==> src/sv/lfsc_pkg.sv <==
// Package for the line-following two-wheel speed controller.
// Holds register codes, stop causes, sensor patterns, reset values and shared types.
// No dependencies; lfsc_wheel, the top level and the checker import it.
package lfsc_pkg;

  localparam int POSITION_BITS_DEF  = 24;
  localparam int GAIN_FRAC_BITS_DEF = 8;

  localparam int CFG_INDEX_BITS = 3;
  localparam int CFG_DATA_BITS  = 23;

  localparam int DELTA_BITS  = 10;
  localparam int SENSE_BITS  = 10;
  localparam int REF_BITS    = 10;
  localparam int GAIN_BITS   = 8;
  localparam int DRIVE_BITS  = 9;
  localparam int SPEED_LIMIT = 255;

  localparam logic [9:0]  LINE_THRESHOLD_RESET = 10'd900;
  localparam logic [7:0]  BASE_REFERENCE_RESET = 8'd30;
  localparam logic [7:0]  STEER_MINOR_RESET    = 8'd4;
  localparam logic [7:0]  STEER_MAJOR_RESET    = 8'd6;
  localparam logic [7:0]  SPEED_GAIN_RESET     = 8'd26;

  localparam logic ACTION_START = 1'b0;

  localparam logic [2:0] PAT_NONE        = 3'b000;
  localparam logic [2:0] PAT_CENTRE      = 3'b010;
  localparam logic [2:0] PAT_RIGHT_MINOR = 3'b011;
  localparam logic [2:0] PAT_RIGHT_MAJOR = 3'b001;
  localparam logic [2:0] PAT_LEFT_MINOR  = 3'b110;
  localparam logic [2:0] PAT_LEFT_MAJOR  = 3'b100;
  localparam logic [2:0] PAT_ALL         = 3'b111;

  typedef enum logic [CFG_INDEX_BITS-1:0] {
    CFG_SEEK_MODE      = 3'd0,
    CFG_HORIZ_STOP     = 3'd1,
    CFG_TARGET_COUNTS  = 3'd2,
    CFG_LINE_THRESHOLD = 3'd3,
    CFG_BASE_REFERENCE = 3'd4,
    CFG_STEER_MINOR    = 3'd5,
    CFG_STEER_MAJOR    = 3'd6,
    CFG_SPEED_GAIN     = 3'd7
  } cfg_reg_t;

  typedef enum logic [1:0] {
    STOP_RUNNING    = 2'd0,
    STOP_DISTANCE   = 2'd1,
    STOP_HORIZONTAL = 2'd2,
    STOP_LINE       = 2'd3
  } stop_cause_t;

  typedef struct packed {
    logic clear;
    logic pos_en;
    logic speed_en;
  } wheel_ctrl_t;

endpackage

==> src/sv/lfsc_if.sv <==
// Channel interfaces of the line-following speed controller.
// lfsc_in_if carries one sensor/encoder item, lfsc_out_if one drive result.
// Depends on nothing; widths follow the fixed field widths.
interface lfsc_in_if;
  logic              valid;
  logic              ready;
  logic              action;
  logic signed [9:0] left_delta;
  logic signed [9:0] right_delta;
  logic        [9:0] sensor_left;
  logic        [9:0] sensor_centre;
  logic        [9:0] sensor_right;

  modport source (output valid, action, left_delta, right_delta, sensor_left,
                  sensor_centre, sensor_right, input ready);
  modport sink   (input valid, action, left_delta, right_delta, sensor_left,
                  sensor_centre, sensor_right, output ready);
endinterface

interface lfsc_out_if;
  logic              valid;
  logic              ready;
  logic signed [8:0] left_drive;
  logic signed [8:0] right_drive;
  logic              brake;
  logic        [1:0] stop_cause;
  logic        [2:0] line_pattern;

  modport source (output valid, left_drive, right_drive, brake, stop_cause,
                  line_pattern, input ready);
  modport sink   (input valid, left_drive, right_drive, brake, stop_cause,
                  line_pattern, output ready);
endinterface

==> src/sv/lfsc_wheel.sv <==
// One wheel: saturating position, Q-format speed loop and drive truncation.
// Depends on lfsc_pkg; instantiated twice by line_follow_speed_control.
module lfsc_wheel #(
  parameter int POSITION_BITS  = lfsc_pkg::POSITION_BITS_DEF,
  parameter int GAIN_FRAC_BITS = lfsc_pkg::GAIN_FRAC_BITS_DEF
) (
  input  logic                      clk,
  input  logic                      rst,
  input  lfsc_pkg::wheel_ctrl_t     ctrl,
  input  logic signed [9:0]         delta,
  input  logic signed [9:0]         reference,
  input  logic        [7:0]         gain,
  output logic [POSITION_BITS-1:0]  pos_mag,
  output logic signed [8:0]         drive
);
  import lfsc_pkg::*;

  localparam int SPEED_BITS = GAIN_FRAC_BITS + 9;
  localparam int DIFF_BITS  = REF_BITS + 1;
  localparam int PROD_BITS  = GAIN_BITS + 1 + DIFF_BITS;
  localparam int SUM_BITS   = ((SPEED_BITS > PROD_BITS) ? SPEED_BITS : PROD_BITS) + 1;

  localparam logic signed [POSITION_BITS:0] POS_HI =
    signed'({2'b00, {(POSITION_BITS-1){1'b1}}});
  localparam logic signed [POSITION_BITS:0] POS_LO =
    signed'({2'b11, {(POSITION_BITS-1){1'b0}}});
  localparam logic signed [SUM_BITS-1:0] SPEED_MAX =
    SUM_BITS'(SPEED_LIMIT * (2 ** GAIN_FRAC_BITS));
  localparam logic signed [SUM_BITS-1:0] SPEED_MIN = -SPEED_MAX;

  logic signed [POSITION_BITS-1:0] pos;
  logic signed [POSITION_BITS-1:0] pos_next;
  logic signed [POSITION_BITS:0]   pos_sum;
  logic signed [SPEED_BITS-1:0]    speed;
  logic signed [SPEED_BITS-1:0]    speed_next;
  logic signed [DIFF_BITS-1:0]     diff;
  logic signed [PROD_BITS-1:0]     prod;
  logic signed [SUM_BITS-1:0]      speed_sum;
  logic        [SPEED_BITS-1:0]    speed_abs;
  logic        [7:0]               drive_abs;

  always_comb begin
    pos_sum = (POSITION_BITS+1)'(pos) + (POSITION_BITS+1)'(delta);
    if (pos_sum > POS_HI) begin
      pos_next = POSITION_BITS'(POS_HI);
    end else if (pos_sum < POS_LO) begin
      pos_next = POSITION_BITS'(POS_LO);
    end else begin
      pos_next = POSITION_BITS'(pos_sum);
    end
    pos_mag = pos_next[POSITION_BITS-1] ? POSITION_BITS'(~pos_next + 1'b1)
                                        : POSITION_BITS'(pos_next);
  end

  always_comb begin
    diff      = DIFF_BITS'(reference) - DIFF_BITS'(delta);
    prod      = $signed({1'b0, gain}) * diff;
    speed_sum = SUM_BITS'(speed) + SUM_BITS'(prod);
    if (speed_sum > SPEED_MAX) begin
      speed_next = SPEED_BITS'(SPEED_MAX);
    end else if (speed_sum < SPEED_MIN) begin
      speed_next = SPEED_BITS'(SPEED_MIN);
    end else begin
      speed_next = SPEED_BITS'(speed_sum);
    end
    speed_abs = speed_next[SPEED_BITS-1] ? SPEED_BITS'(~speed_next + 1'b1)
                                         : SPEED_BITS'(speed_next);
    drive_abs = speed_abs[GAIN_FRAC_BITS +: 8];
    drive     = speed_next[SPEED_BITS-1] ? -$signed({1'b0, drive_abs})
                                         : $signed({1'b0, drive_abs});
  end

  always_ff @(posedge clk) begin
    if (rst || ctrl.clear) begin
      pos   <= '0;
      speed <= '0;
    end else begin
      if (ctrl.pos_en) begin
        pos <= pos_next;
      end
      if (ctrl.speed_en) begin
        speed <= speed_next;
      end
    end
  end

endmodule

==> src/sv/line_follow_speed_control.sv <==
// Top level of the line-following two-wheel speed controller.
// Depends on lfsc_pkg, lfsc_if and lfsc_wheel.
//
//   channel   dir  handshake          payload
//   in_ch     in   valid/ready        action, left/right_delta, sensor_left/centre/right
//   out_ch    out  valid/ready        left/right_drive, brake, stop_cause, line_pattern
//   cfg       in   cfg_we             cfg_index, cfg_data
//
// One item per cycle while the output is not stalled: an input register, one pass of logic, a result register.
// The result is valid once the item passes from the input register into the result register.
// Move state (positions, speeds, references, stop cause) updates as an item
// leaves the input register, so the next item sees it at once.
// A stalled output holds its result; the input register keeps taking items
// until both registers are full. Reset is synchronous and clears all control.
module line_follow_speed_control #(
  parameter int POSITION_BITS  = lfsc_pkg::POSITION_BITS_DEF,
  parameter int GAIN_FRAC_BITS = lfsc_pkg::GAIN_FRAC_BITS_DEF
) (
  input  logic                                 clk,
  input  logic                                 rst,
  lfsc_in_if.sink                              in_ch,
  lfsc_out_if.source                           out_ch,
  input  logic                                 cfg_we,
  input  logic [lfsc_pkg::CFG_INDEX_BITS-1:0]  cfg_index,
  input  logic [lfsc_pkg::CFG_DATA_BITS-1:0]   cfg_data
);
  import lfsc_pkg::*;

  localparam int CMP_BITS = (POSITION_BITS > CFG_DATA_BITS) ? POSITION_BITS : CFG_DATA_BITS;

  logic        seek_mode;
  logic        horiz_stop;
  logic [22:0] target_counts;
  logic [9:0]  line_threshold;
  logic [7:0]  base_reference;
  logic [7:0]  steer_minor;
  logic [7:0]  steer_major;
  logic [7:0]  speed_gain;

  logic              in_valid;
  logic              in_action;
  logic signed [9:0] in_left_delta;
  logic signed [9:0] in_right_delta;
  logic        [9:0] in_sensor_left;
  logic        [9:0] in_sensor_centre;
  logic        [9:0] in_sensor_right;

  logic              out_valid;
  logic signed [8:0] out_left_drive;
  logic signed [8:0] out_right_drive;
  logic              out_brake;
  logic        [1:0] out_stop_cause;
  logic        [2:0] out_line_pattern;

  logic advance;

  stop_cause_t reason;
  stop_cause_t reason_next;
  logic signed [REF_BITS-1:0] left_ref;
  logic signed [REF_BITS-1:0] left_ref_next;
  logic signed [REF_BITS-1:0] right_ref;
  logic signed [REF_BITS-1:0] right_ref_next;
  logic signed [REF_BITS-1:0] base_ext;
  logic signed [REF_BITS-1:0] minor_ext;
  logic signed [REF_BITS-1:0] major_ext;

  logic [2:0]  pattern;
  logic        drive_zero;
  wheel_ctrl_t ctrl;
  wheel_ctrl_t wheel_ctrl;

  logic [POSITION_BITS-1:0] left_mag;
  logic [POSITION_BITS-1:0] right_mag;
  logic signed [8:0]        left_drive;
  logic signed [8:0]        right_drive;

  always_ff @(posedge clk) begin
    if (rst) begin
      seek_mode      <= 1'b0;
      horiz_stop     <= 1'b0;
      target_counts  <= '0;
      line_threshold <= LINE_THRESHOLD_RESET;
      base_reference <= BASE_REFERENCE_RESET;
      steer_minor    <= STEER_MINOR_RESET;
      steer_major    <= STEER_MAJOR_RESET;
      speed_gain     <= SPEED_GAIN_RESET;
    end else if (cfg_we) begin
      case (cfg_reg_t'(cfg_index))
        CFG_SEEK_MODE:      seek_mode      <= cfg_data[0];
        CFG_HORIZ_STOP:     horiz_stop     <= cfg_data[0];
        CFG_TARGET_COUNTS:  target_counts  <= cfg_data[22:0];
        CFG_LINE_THRESHOLD: line_threshold <= cfg_data[9:0];
        CFG_BASE_REFERENCE: base_reference <= cfg_data[7:0];
        CFG_STEER_MINOR:    steer_minor    <= cfg_data[7:0];
        CFG_STEER_MAJOR:    steer_major    <= cfg_data[7:0];
        CFG_SPEED_GAIN:     speed_gain     <= cfg_data[7:0];
        default: ;
      endcase
    end
  end

  assign advance     = in_valid && (!out_valid || out_ch.ready);
  assign in_ch.ready = !in_valid || advance;

  always_ff @(posedge clk) begin
    if (rst) begin
      in_valid <= 1'b0;
    end else if (in_ch.ready) begin
      in_valid <= in_ch.valid;
    end
  end

  always_ff @(posedge clk) begin
    if (in_ch.valid && in_ch.ready) begin
      in_action        <= in_ch.action;
      in_left_delta    <= in_ch.left_delta;
      in_right_delta   <= in_ch.right_delta;
      in_sensor_left   <= in_ch.sensor_left;
      in_sensor_centre <= in_ch.sensor_centre;
      in_sensor_right  <= in_ch.sensor_right;
    end
  end

  assign pattern = {in_sensor_left > line_threshold,
                    in_sensor_centre > line_threshold,
                    in_sensor_right > line_threshold};

  assign base_ext  = signed'({2'b00, base_reference});
  assign minor_ext = signed'({2'b00, steer_minor});
  assign major_ext = signed'({2'b00, steer_major});

  always_comb begin
    ctrl           = '0;
    reason_next    = reason;
    left_ref_next  = left_ref;
    right_ref_next = right_ref;
    drive_zero     = 1'b1;
    if (in_action == ACTION_START) begin
      ctrl.clear     = 1'b1;
      reason_next    = STOP_RUNNING;
      left_ref_next  = base_ext;
      right_ref_next = base_ext;
    end else if (reason == STOP_RUNNING) begin
      ctrl.pos_en = 1'b1;
      if (!seek_mode &&
          (CMP_BITS'(left_mag) >= CMP_BITS'(target_counts) ||
           CMP_BITS'(right_mag) >= CMP_BITS'(target_counts))) begin
        reason_next = STOP_DISTANCE;
      end else begin
        ctrl.speed_en = 1'b1;
        drive_zero    = 1'b0;
        if (seek_mode) begin
          if (pattern != PAT_NONE) begin
            reason_next = STOP_LINE;
          end
        end else begin
          case (pattern)
            PAT_CENTRE: begin
              left_ref_next  = base_ext;
              right_ref_next = base_ext;
            end
            PAT_RIGHT_MINOR: begin
              left_ref_next  = base_ext + minor_ext;
              right_ref_next = base_ext - minor_ext;
            end
            PAT_RIGHT_MAJOR: begin
              left_ref_next  = base_ext + major_ext;
              right_ref_next = base_ext - major_ext;
            end
            PAT_LEFT_MINOR: begin
              left_ref_next  = base_ext - minor_ext;
              right_ref_next = base_ext + minor_ext;
            end
            PAT_LEFT_MAJOR: begin
              left_ref_next  = base_ext - major_ext;
              right_ref_next = base_ext + major_ext;
            end
            PAT_ALL: begin
              if (horiz_stop) begin
                reason_next = STOP_HORIZONTAL;
              end
            end
            default: ;
          endcase
        end
        if (reason_next != STOP_RUNNING) begin
          drive_zero = 1'b1;
        end
      end
    end
  end

  assign wheel_ctrl = advance ? ctrl : '0;

  lfsc_wheel #(
    .POSITION_BITS  (POSITION_BITS),
    .GAIN_FRAC_BITS (GAIN_FRAC_BITS)
  ) u_left (
    .clk       (clk),
    .rst       (rst),
    .ctrl      (wheel_ctrl),
    .delta     (in_left_delta),
    .reference (left_ref),
    .gain      (speed_gain),
    .pos_mag   (left_mag),
    .drive     (left_drive)
  );

  lfsc_wheel #(
    .POSITION_BITS  (POSITION_BITS),
    .GAIN_FRAC_BITS (GAIN_FRAC_BITS)
  ) u_right (
    .clk       (clk),
    .rst       (rst),
    .ctrl      (wheel_ctrl),
    .delta     (in_right_delta),
    .reference (right_ref),
    .gain      (speed_gain),
    .pos_mag   (right_mag),
    .drive     (right_drive)
  );

  always_ff @(posedge clk) begin
    if (rst) begin
      reason    <= STOP_RUNNING;
      left_ref  <= signed'({2'b00, BASE_REFERENCE_RESET});
      right_ref <= signed'({2'b00, BASE_REFERENCE_RESET});
    end else if (advance) begin
      reason    <= reason_next;
      left_ref  <= left_ref_next;
      right_ref <= right_ref_next;
    end
  end

  always_ff @(posedge clk) begin
    if (rst) begin
      out_valid <= 1'b0;
    end else if (advance) begin
      out_valid <= 1'b1;
    end else if (out_ch.ready) begin
      out_valid <= 1'b0;
    end
  end

  always_ff @(posedge clk) begin
    if (advance) begin
      out_left_drive   <= drive_zero ? '0 : left_drive;
      out_right_drive  <= drive_zero ? '0 : right_drive;
      out_brake        <= (reason_next != STOP_RUNNING);
      out_stop_cause   <= reason_next;
      out_line_pattern <= pattern;
    end
  end

  assign out_ch.valid        = out_valid;
  assign out_ch.left_drive   = out_left_drive;
  assign out_ch.right_drive  = out_right_drive;
  assign out_ch.brake        = out_brake;
  assign out_ch.stop_cause   = out_stop_cause;
  assign out_ch.line_pattern = out_line_pattern;

endmodule

==> src/flat_wrapper.sv <==
// flat-port wrapper written by rule: the top's interface ports become plain ports
module line_follow_speed_control_flat import lfsc_pkg::*;
#(
  parameter int POSITION_BITS  = lfsc_pkg::POSITION_BITS_DEF,
  parameter int GAIN_FRAC_BITS = lfsc_pkg::GAIN_FRAC_BITS_DEF
)
  (clk, rst, cfg_we, cfg_index, cfg_data, in_ch_valid, in_ch_action, in_ch_left_delta, in_ch_right_delta, in_ch_sensor_left, in_ch_sensor_centre, in_ch_sensor_right, in_ch_ready, out_ch_valid, out_ch_left_drive, out_ch_right_drive, out_ch_brake, out_ch_stop_cause, out_ch_line_pattern, out_ch_ready);
  lfsc_in_if in_ch_i ();
  lfsc_out_if out_ch_i ();
  input  logic clk;
  input  logic rst;
  input  logic cfg_we;
  input  logic [lfsc_pkg::CFG_INDEX_BITS-1:0] cfg_index;
  input  logic [lfsc_pkg::CFG_DATA_BITS-1:0] cfg_data;
  input wire logic [$bits(in_ch_i.valid)-1:0] in_ch_valid;
  input wire logic [$bits(in_ch_i.action)-1:0] in_ch_action;
  input wire logic [$bits(in_ch_i.left_delta)-1:0] in_ch_left_delta;
  input wire logic [$bits(in_ch_i.right_delta)-1:0] in_ch_right_delta;
  input wire logic [$bits(in_ch_i.sensor_left)-1:0] in_ch_sensor_left;
  input wire logic [$bits(in_ch_i.sensor_centre)-1:0] in_ch_sensor_centre;
  input wire logic [$bits(in_ch_i.sensor_right)-1:0] in_ch_sensor_right;
  output wire logic [$bits(in_ch_i.ready)-1:0] in_ch_ready;
  output wire logic [$bits(out_ch_i.valid)-1:0] out_ch_valid;
  output wire logic [$bits(out_ch_i.left_drive)-1:0] out_ch_left_drive;
  output wire logic [$bits(out_ch_i.right_drive)-1:0] out_ch_right_drive;
  output wire logic [$bits(out_ch_i.brake)-1:0] out_ch_brake;
  output wire logic [$bits(out_ch_i.stop_cause)-1:0] out_ch_stop_cause;
  output wire logic [$bits(out_ch_i.line_pattern)-1:0] out_ch_line_pattern;
  input wire logic [$bits(out_ch_i.ready)-1:0] out_ch_ready;
  assign in_ch_i.valid = in_ch_valid;
  assign in_ch_i.action = in_ch_action;
  assign in_ch_i.left_delta = in_ch_left_delta;
  assign in_ch_i.right_delta = in_ch_right_delta;
  assign in_ch_i.sensor_left = in_ch_sensor_left;
  assign in_ch_i.sensor_centre = in_ch_sensor_centre;
  assign in_ch_i.sensor_right = in_ch_sensor_right;
  assign in_ch_ready = in_ch_i.ready;
  assign out_ch_valid = out_ch_i.valid;
  assign out_ch_left_drive = out_ch_i.left_drive;
  assign out_ch_right_drive = out_ch_i.right_drive;
  assign out_ch_brake = out_ch_i.brake;
  assign out_ch_stop_cause = out_ch_i.stop_cause;
  assign out_ch_line_pattern = out_ch_i.line_pattern;
  assign out_ch_i.ready = out_ch_ready;
  line_follow_speed_control #(.POSITION_BITS(POSITION_BITS), .GAIN_FRAC_BITS(GAIN_FRAC_BITS)) u_core (.clk(clk), .rst(rst), .in_ch(in_ch_i), .out_ch(out_ch_i), .cfg_we(cfg_we), .cfg_index(cfg_index), .cfg_data(cfg_data));
endmodule
==> config.mk <==
export PLATFORM = sky130hd
export DESIGN_NAME = line_follow_speed_control_flat
export DESIGN_NICKNAME = d
export VERILOG_FILES = /design/src/sv/lfsc_pkg.sv /design/src/sv/lfsc_if.sv /design/src/sv/lfsc_wheel.sv /design/src/sv/line_follow_speed_control.sv /design/src/flat_wrapper.sv
export SDC_FILE = /design/constraint.sdc
export NUM_CORES = 1
export LEC_CHECK = 0
export BUFFER_PORTS_ARGS = -buffer_cell sky130_fd_sc_hd__buf_4
export CAP_MARGIN = 5
export CORE_MARGIN = 2
export CORE_UTILIZATION = 66
export CTS_BUF_LIST = sky130_fd_sc_hd__clkbuf_8
export DETAILED_ROUTE_END_ITERATION = 6
export GPL_ROUTABILITY_DRIVEN = 0
export PLACE_DENSITY = 0.84
export SKIP_LAST_GASP = 1
export SYNTH_ARGS = -nofsm -noshare
export SYNTH_HDL_FRONTEND = slang
export SYNTH_SLANG_ARGS = --single-unit
==> constraint.sdc <==
create_clock -name clk -period 10.8 [get_ports clk]
set_input_delay 2.16 -clock clk [delete_from_list [all_inputs] [get_ports clk]]
set_output_delay 2.16 -clock clk [all_outputs]
set_load 0.005 [all_outputs]
---- Word level (Yosys, flattened, before mapping) ----
Index checks and enable logic that the tools add are counted.
operators by class
  order comparisons ....................... 13
  bitwise logic cells ..................... 6
  mux-type cells .......................... 45
  eq/ne operators ......................... 17
  $mul .................................... 2
  add/sub/neg operators ................... 16
  reduce and logical (&&, ||, !) cells .... 27
operators with widths
  cell                   number
  $mux 24                6
  $pmux 10 s5            2
  $mux 10                8
  $mux 17                4
  $add 24x10->25         2
  $gt 25x24->1 const B   2
  $lt 25x24->1 const B   2
  $add 24x1->24 const B  2
  $ge 24x23->1           2
  $not 24->24            2
  $add 17x20->21         2
  $gt 21x17->1 const B   2
  $lt 21x17->1 const B   2
  $mul 9x11->20          2
  $add 16x1->16 const B  2
  $mux 16                2
  $not 16->16            2
  $gt 10x10->1           3
  $mux 2                 12
  $sub 10x10->11         2
  $eq 3x3->1 const B     7
  $add 8x8->9            2
  $neg 8->9              2
  $sub 8x8->9            2
  18 further kinds       50
storage, ports and cells
  bits in registers ....................... 248
  output and inout port bits .............. 26
  input bits .............................. 82

---- Depth between registers and ports, before layout ----
  word-level depth ........................ 19
  gate-level depth with buffers ........... 41
  gate-level depth less buffers ........... 40

---- By module ----
A second synthesis with hierarchy kept.
second synthesis, totals
  cells, all modules ...................... 3314
  area, all modules ....................... 27948.1 µm²
modules (own cells, without submodules)
  module                       sequential area each (µm²)  times used  area each (µm²)  cells an instance
  lfsc_wheel (u_core.u_left)   820.8                       1           9370.2           1186
  lfsc_wheel (u_core.u_right)  820.8                       1           9288.9           1168
  line_follow_speed_control    4053.9                      1           9288.9           960

---- Worst setup path before layout ----
OpenSTA, ideal clock, no wires.
  path type ............................... flip-flop to flip-flop
  start ................................... reg u_core.in_right_delta[2]
  end ..................................... reg u_core.out_right_drive[6], in the netlist u_core.out_ch.right_drive[6], data pin
  library setup time ...................... 0.190 ns
  data required time ...................... 10.610 ns
  cell stages (with the launch flop) ...... 38
  arrival ................................. 8.789 ns
  path slack .............................. 1.821 ns
  cells stage by stage .................... edfxtp_1 -> inv_1 -> ha_1 -> nor2b_1 -> o21ai_0 -> nand2b_1 -> a21o_1 -> a21o_1 -> a21o_1 -> a21o_1 -> a211oi_1 -> mux2_2 -> nand2_1 -> fa_1 -> inv_1 -> fa_1 -> fa_1 -> fa_1 -> (+2 left out) -> inv_1 -> ha_1 -> clkbuf_1 -> and4_1 -> and3_1 -> a211o_1 -> a211oi_2 -> a211oi_1 -> a211o_1 -> a311oi_1 -> buf_2 -> a22oi_1 -> o21ai_1 -> ha_1 -> a21boi_1 -> nor3_1 -> a221o_1 -> a2111oi_2
between the ends
  cells in the longest elaborated chain, start to end .. 13
  elaborated cells on any way between the ends .. 26
RTL lines
  item                                                                     line                              RTL
  from (decl)                                                              line_follow_speed_control.sv:43   logic signed [9:0] in_right_delta;
  from (signal assigned)                                                   line_follow_speed_control.sv:117  in_right_delta <= in_ch.right_delta;
  parallel branches: the longest is 13 deep, another holds $add 17x20->21  n/a
  to (signal assigned)                                                     line_follow_speed_control.sv:248  out_right_drive <= drive_zero ? '0 : right_drive;
  to (decl)                                                                line_follow_speed_control.sv:50   logic signed [8:0] out_right_drive;
Several ways; the timed one is not identified.
A chain may end at the register's enable or synchronous reset.

---- Worst setup path after layout ----
  start ................................... reg u_core.in_right_delta[1]
  end ..................................... reg u_core.out_right_drive[6], in the netlist u_core.out_ch.right_drive[6], data pin
The elaborated chain is that of the path after synthesis.

==> impl_metrics.ini <==
[sta]
worstMarginPinSlew_ns = 1.221
fmax_ghz = 0.09880
final_hold_viol_count = 0
slew_violations = 0
setup-violations-final = 0
setup_tns_ns = 0
fin_crit_ns = 10.12
rsz0062_at_grt = false
post-route-period-util = 0.9372
whs_ns = 0.4534
fin_worst_skew_ns = 0.04139
slew_headroom = 0.1853

[logic_synthesis]
ys_seq_area_frac = 0.2088
yosysUniqueCellTypes = 113
syn_area_per_cell_um2 = 8.231
synthCells = 3325
synth_ff_type = dfxtp_1
yosys.area.top_type = fa_1
synth_top_area_share = 0.1361
synth_nets = 3872
yosysMostFrequentCell = inv_1
ys_top_cells_by_count = inv_1 (382), nand2_1 (333), ha_1 (279), nor2_1 (277), a21oi_1 (251)
ys_ff_latch = 248
async_flop_share = 0
ys_warn_count = 0
synth_area_leaders = fa_1 (14%), ha_1 (13%), dfxtp_1 (13%)
synth_edf_count = 75
syn_area_um2 = 27370

[setup_path]
critPathTopFamily = compound AO/OA/AOI/OAI gates
arrival_ns = 10.57
path_buf_inv = 5
path_class = reg2reg
critical_path.slowest_cell = o211ai_1
crit_fanout = 12
critPathMostFrequentCell = fa_1
cp.required_ns = 11.25
end_kind = flop
start_kind = flop
max_stage_delay_ns = 0.72

[grt]
grt_pass1_vias = 24962
overflow = 0
grtUsageTotal = 0.3275
grt_pass1_wl_mm = 118.1
antenna_found_initial = 0
grt_max_degree = 85

[cells_and_area]
multi_input_area_um2 = 19720
fill_cells = 3079
finalInstanceArea_um2 = 29520
area_growth_pct = 7.868
seq_area_um2 = 5715
n_antenna_cell = 0
fin_nets = 3919
drive_gt1_frac = 0.07913
final_util = 0.7214

[clock_network]
cts_made_buffers = 48
cts_hold_repair.buffers = 0
cts_root_buf = clkbuf_8
clock-sinks = 248
h-tree-depth = 2
cts_tree = done
clock_latency_ns = 0.68
cts_buffer_depth = 3
cts.clk_slew.worst_paths_ns = 0.06
cts_setup_buffers = 0

[power_and_ir_drop]
finalPower_uw = 6854
vdd_drop_max_mv = 0.1938
power_leakage_uw = 0.01317
power_density_nw_per_um2 = 232.2

[routing]
routed_wl_mm = 71.11
viasPerCell = 6.278
drtAntennaViolNets = 0
first_pass_iters = 7
routedWlPerCell_um = 18.03
first_iter_violations = 2052
drc_errors = 1
route.vias.total = 24761

[die]
rows = 74
start_util = 0.6687
die_x_um = 207.6
pin_count = 108
die_area_um2 = 43110
die_y_um = 207.6
coreArea_um2 = 40920

[job]
drv_cap = 0

[placed_design]
dpl_cell_area_um2 = 28490
port_buffers = 107
place_hpwl_mm = 54.19

[min_path]
hp-class = reg2reg

[status]
violations = DRC
status = finished with violations
## sequential cells by signal (all words and copies together), names as in the netlist, 2 cells and up
signal                      cells
u_core.u_right.pos             24
u_core.out_ch.right_drive       9
u_core.steer_major              8
u_core.u_right.speed           17
u_core.base_reference           8
u_core.in_sensor_right         10
u_core.out_ch.stop_cause        2
u_core.u_left.speed            17
u_core.in_sensor_centre        10
u_core.steer_minor              8
u_core.reason                   2
u_core.in_right_delta          10
u_core.in_sensor_left          10
u_core.left_ref                10
u_core.out_ch.line_pattern      3
u_core.line_threshold          10
u_core.out_ch.left_drive        9
u_core.right_ref               10
u_core.in_left_delta           10
u_core.u_left.pos              24
u_core.speed_gain               8
u_core.target_counts           23
## cell usage in the layout, fill, tap and decap left out, drive strengths merged, types with 13 or more instances in the layout
cell type,instances
nand2,333
or2,20
dfxtp,173
o21bai,23
fa,186
nor2b,63
nand2b,45
ha,279
nand3,62
mux2i,53
xnor2,92
edfxtp,75
o211ai,30
and2,87
nand4,25
inv,392
xor2,38
clkbuf,52
a21oi,254
buf,128
o21ai,144
a22oi,16
or3,15
o21a,33
nor3,81
a211oi,53
nor2,278
clkinv,25
a31oi,32
o31ai,13
a211o,14
and3,25
o22ai,25
a21o,55
## path summary, 6_finish.rpt
path | from | endpoint | slack [ns] | depth (start not counted)
max | u_core.in_right_delta[1] | u_core.out_ch.right_drive[6] | 0.68 | 37
min reg2reg | u_core.target_counts[20] | u_core.target_counts[20] | 0.45 | 2
max reg2reg | u_core.in_right_delta[1] | u_core.out_ch.right_drive[6] | 0.68 | 37
min | u_core.target_counts[20] | u_core.target_counts[20] | 0.45 | 2
## where the power goes
group	leakage, µW	switching, µW	internal [µW]
Sequential	0.00214	29.4	1000
Clock	0.000562	485	550
Combinational	0.0105	3020	1760
Total	0.0132	3540	3320
## metrics by stage
stage,cells,setup slack [ns]
2_1_floorplan,3325,1.821
3_3_place_gp,3854,1.219
3_5_place_dp,3854,0.8197
4_1_cts,3944,0.7416
5_1_grt,3944,0.008737
6_report,3944,0.6784
## routing by layer
layer | wire [µm] | global-route usage | share of wire
met4 | 3422 | 0.1624 | 0.048
met3 | 5730 | 0.05628 | 0.081
met1 | 27750 | 0.3926 | 0.39
met2 | 34200 | 0.5689 | 0.48
met5 | 0 | 0 | 0
## timing repair
action	CTS	global route
gates resized for setup	0	1
endpoints found under the setup margin	0	1
hold endpoints to repair	0	0
## layout make-up
type,count,share of cell area
clock buffers,52,0.02424
well taps,532,0.02255
inverters,383,0.04870
multi-input cells,2563,0.6681
clock inverters,38,0.01030
repair buffers,128,0.03255
flip-flops and latches,248,0.1936
## tightest hold or removal path: stages (launching register included)
cell     delay, ns
dfxtp_1       0.31
nand2_1       0.05
a21oi_1       0.05
## kinds of logic after synthesis
group	share of synthesized area
AO/OA/AOI/OAI	0.2003
XOR/XNOR	0.04366
adder cells (fa/ha/maj)	0.2655
buffers and inverters	0.07196
flip-flops	0.2088
multiplexers	0.02076
AND/OR/NAND/NOR	0.1890
Note: power is estimated with default switching activity, not from simulation.
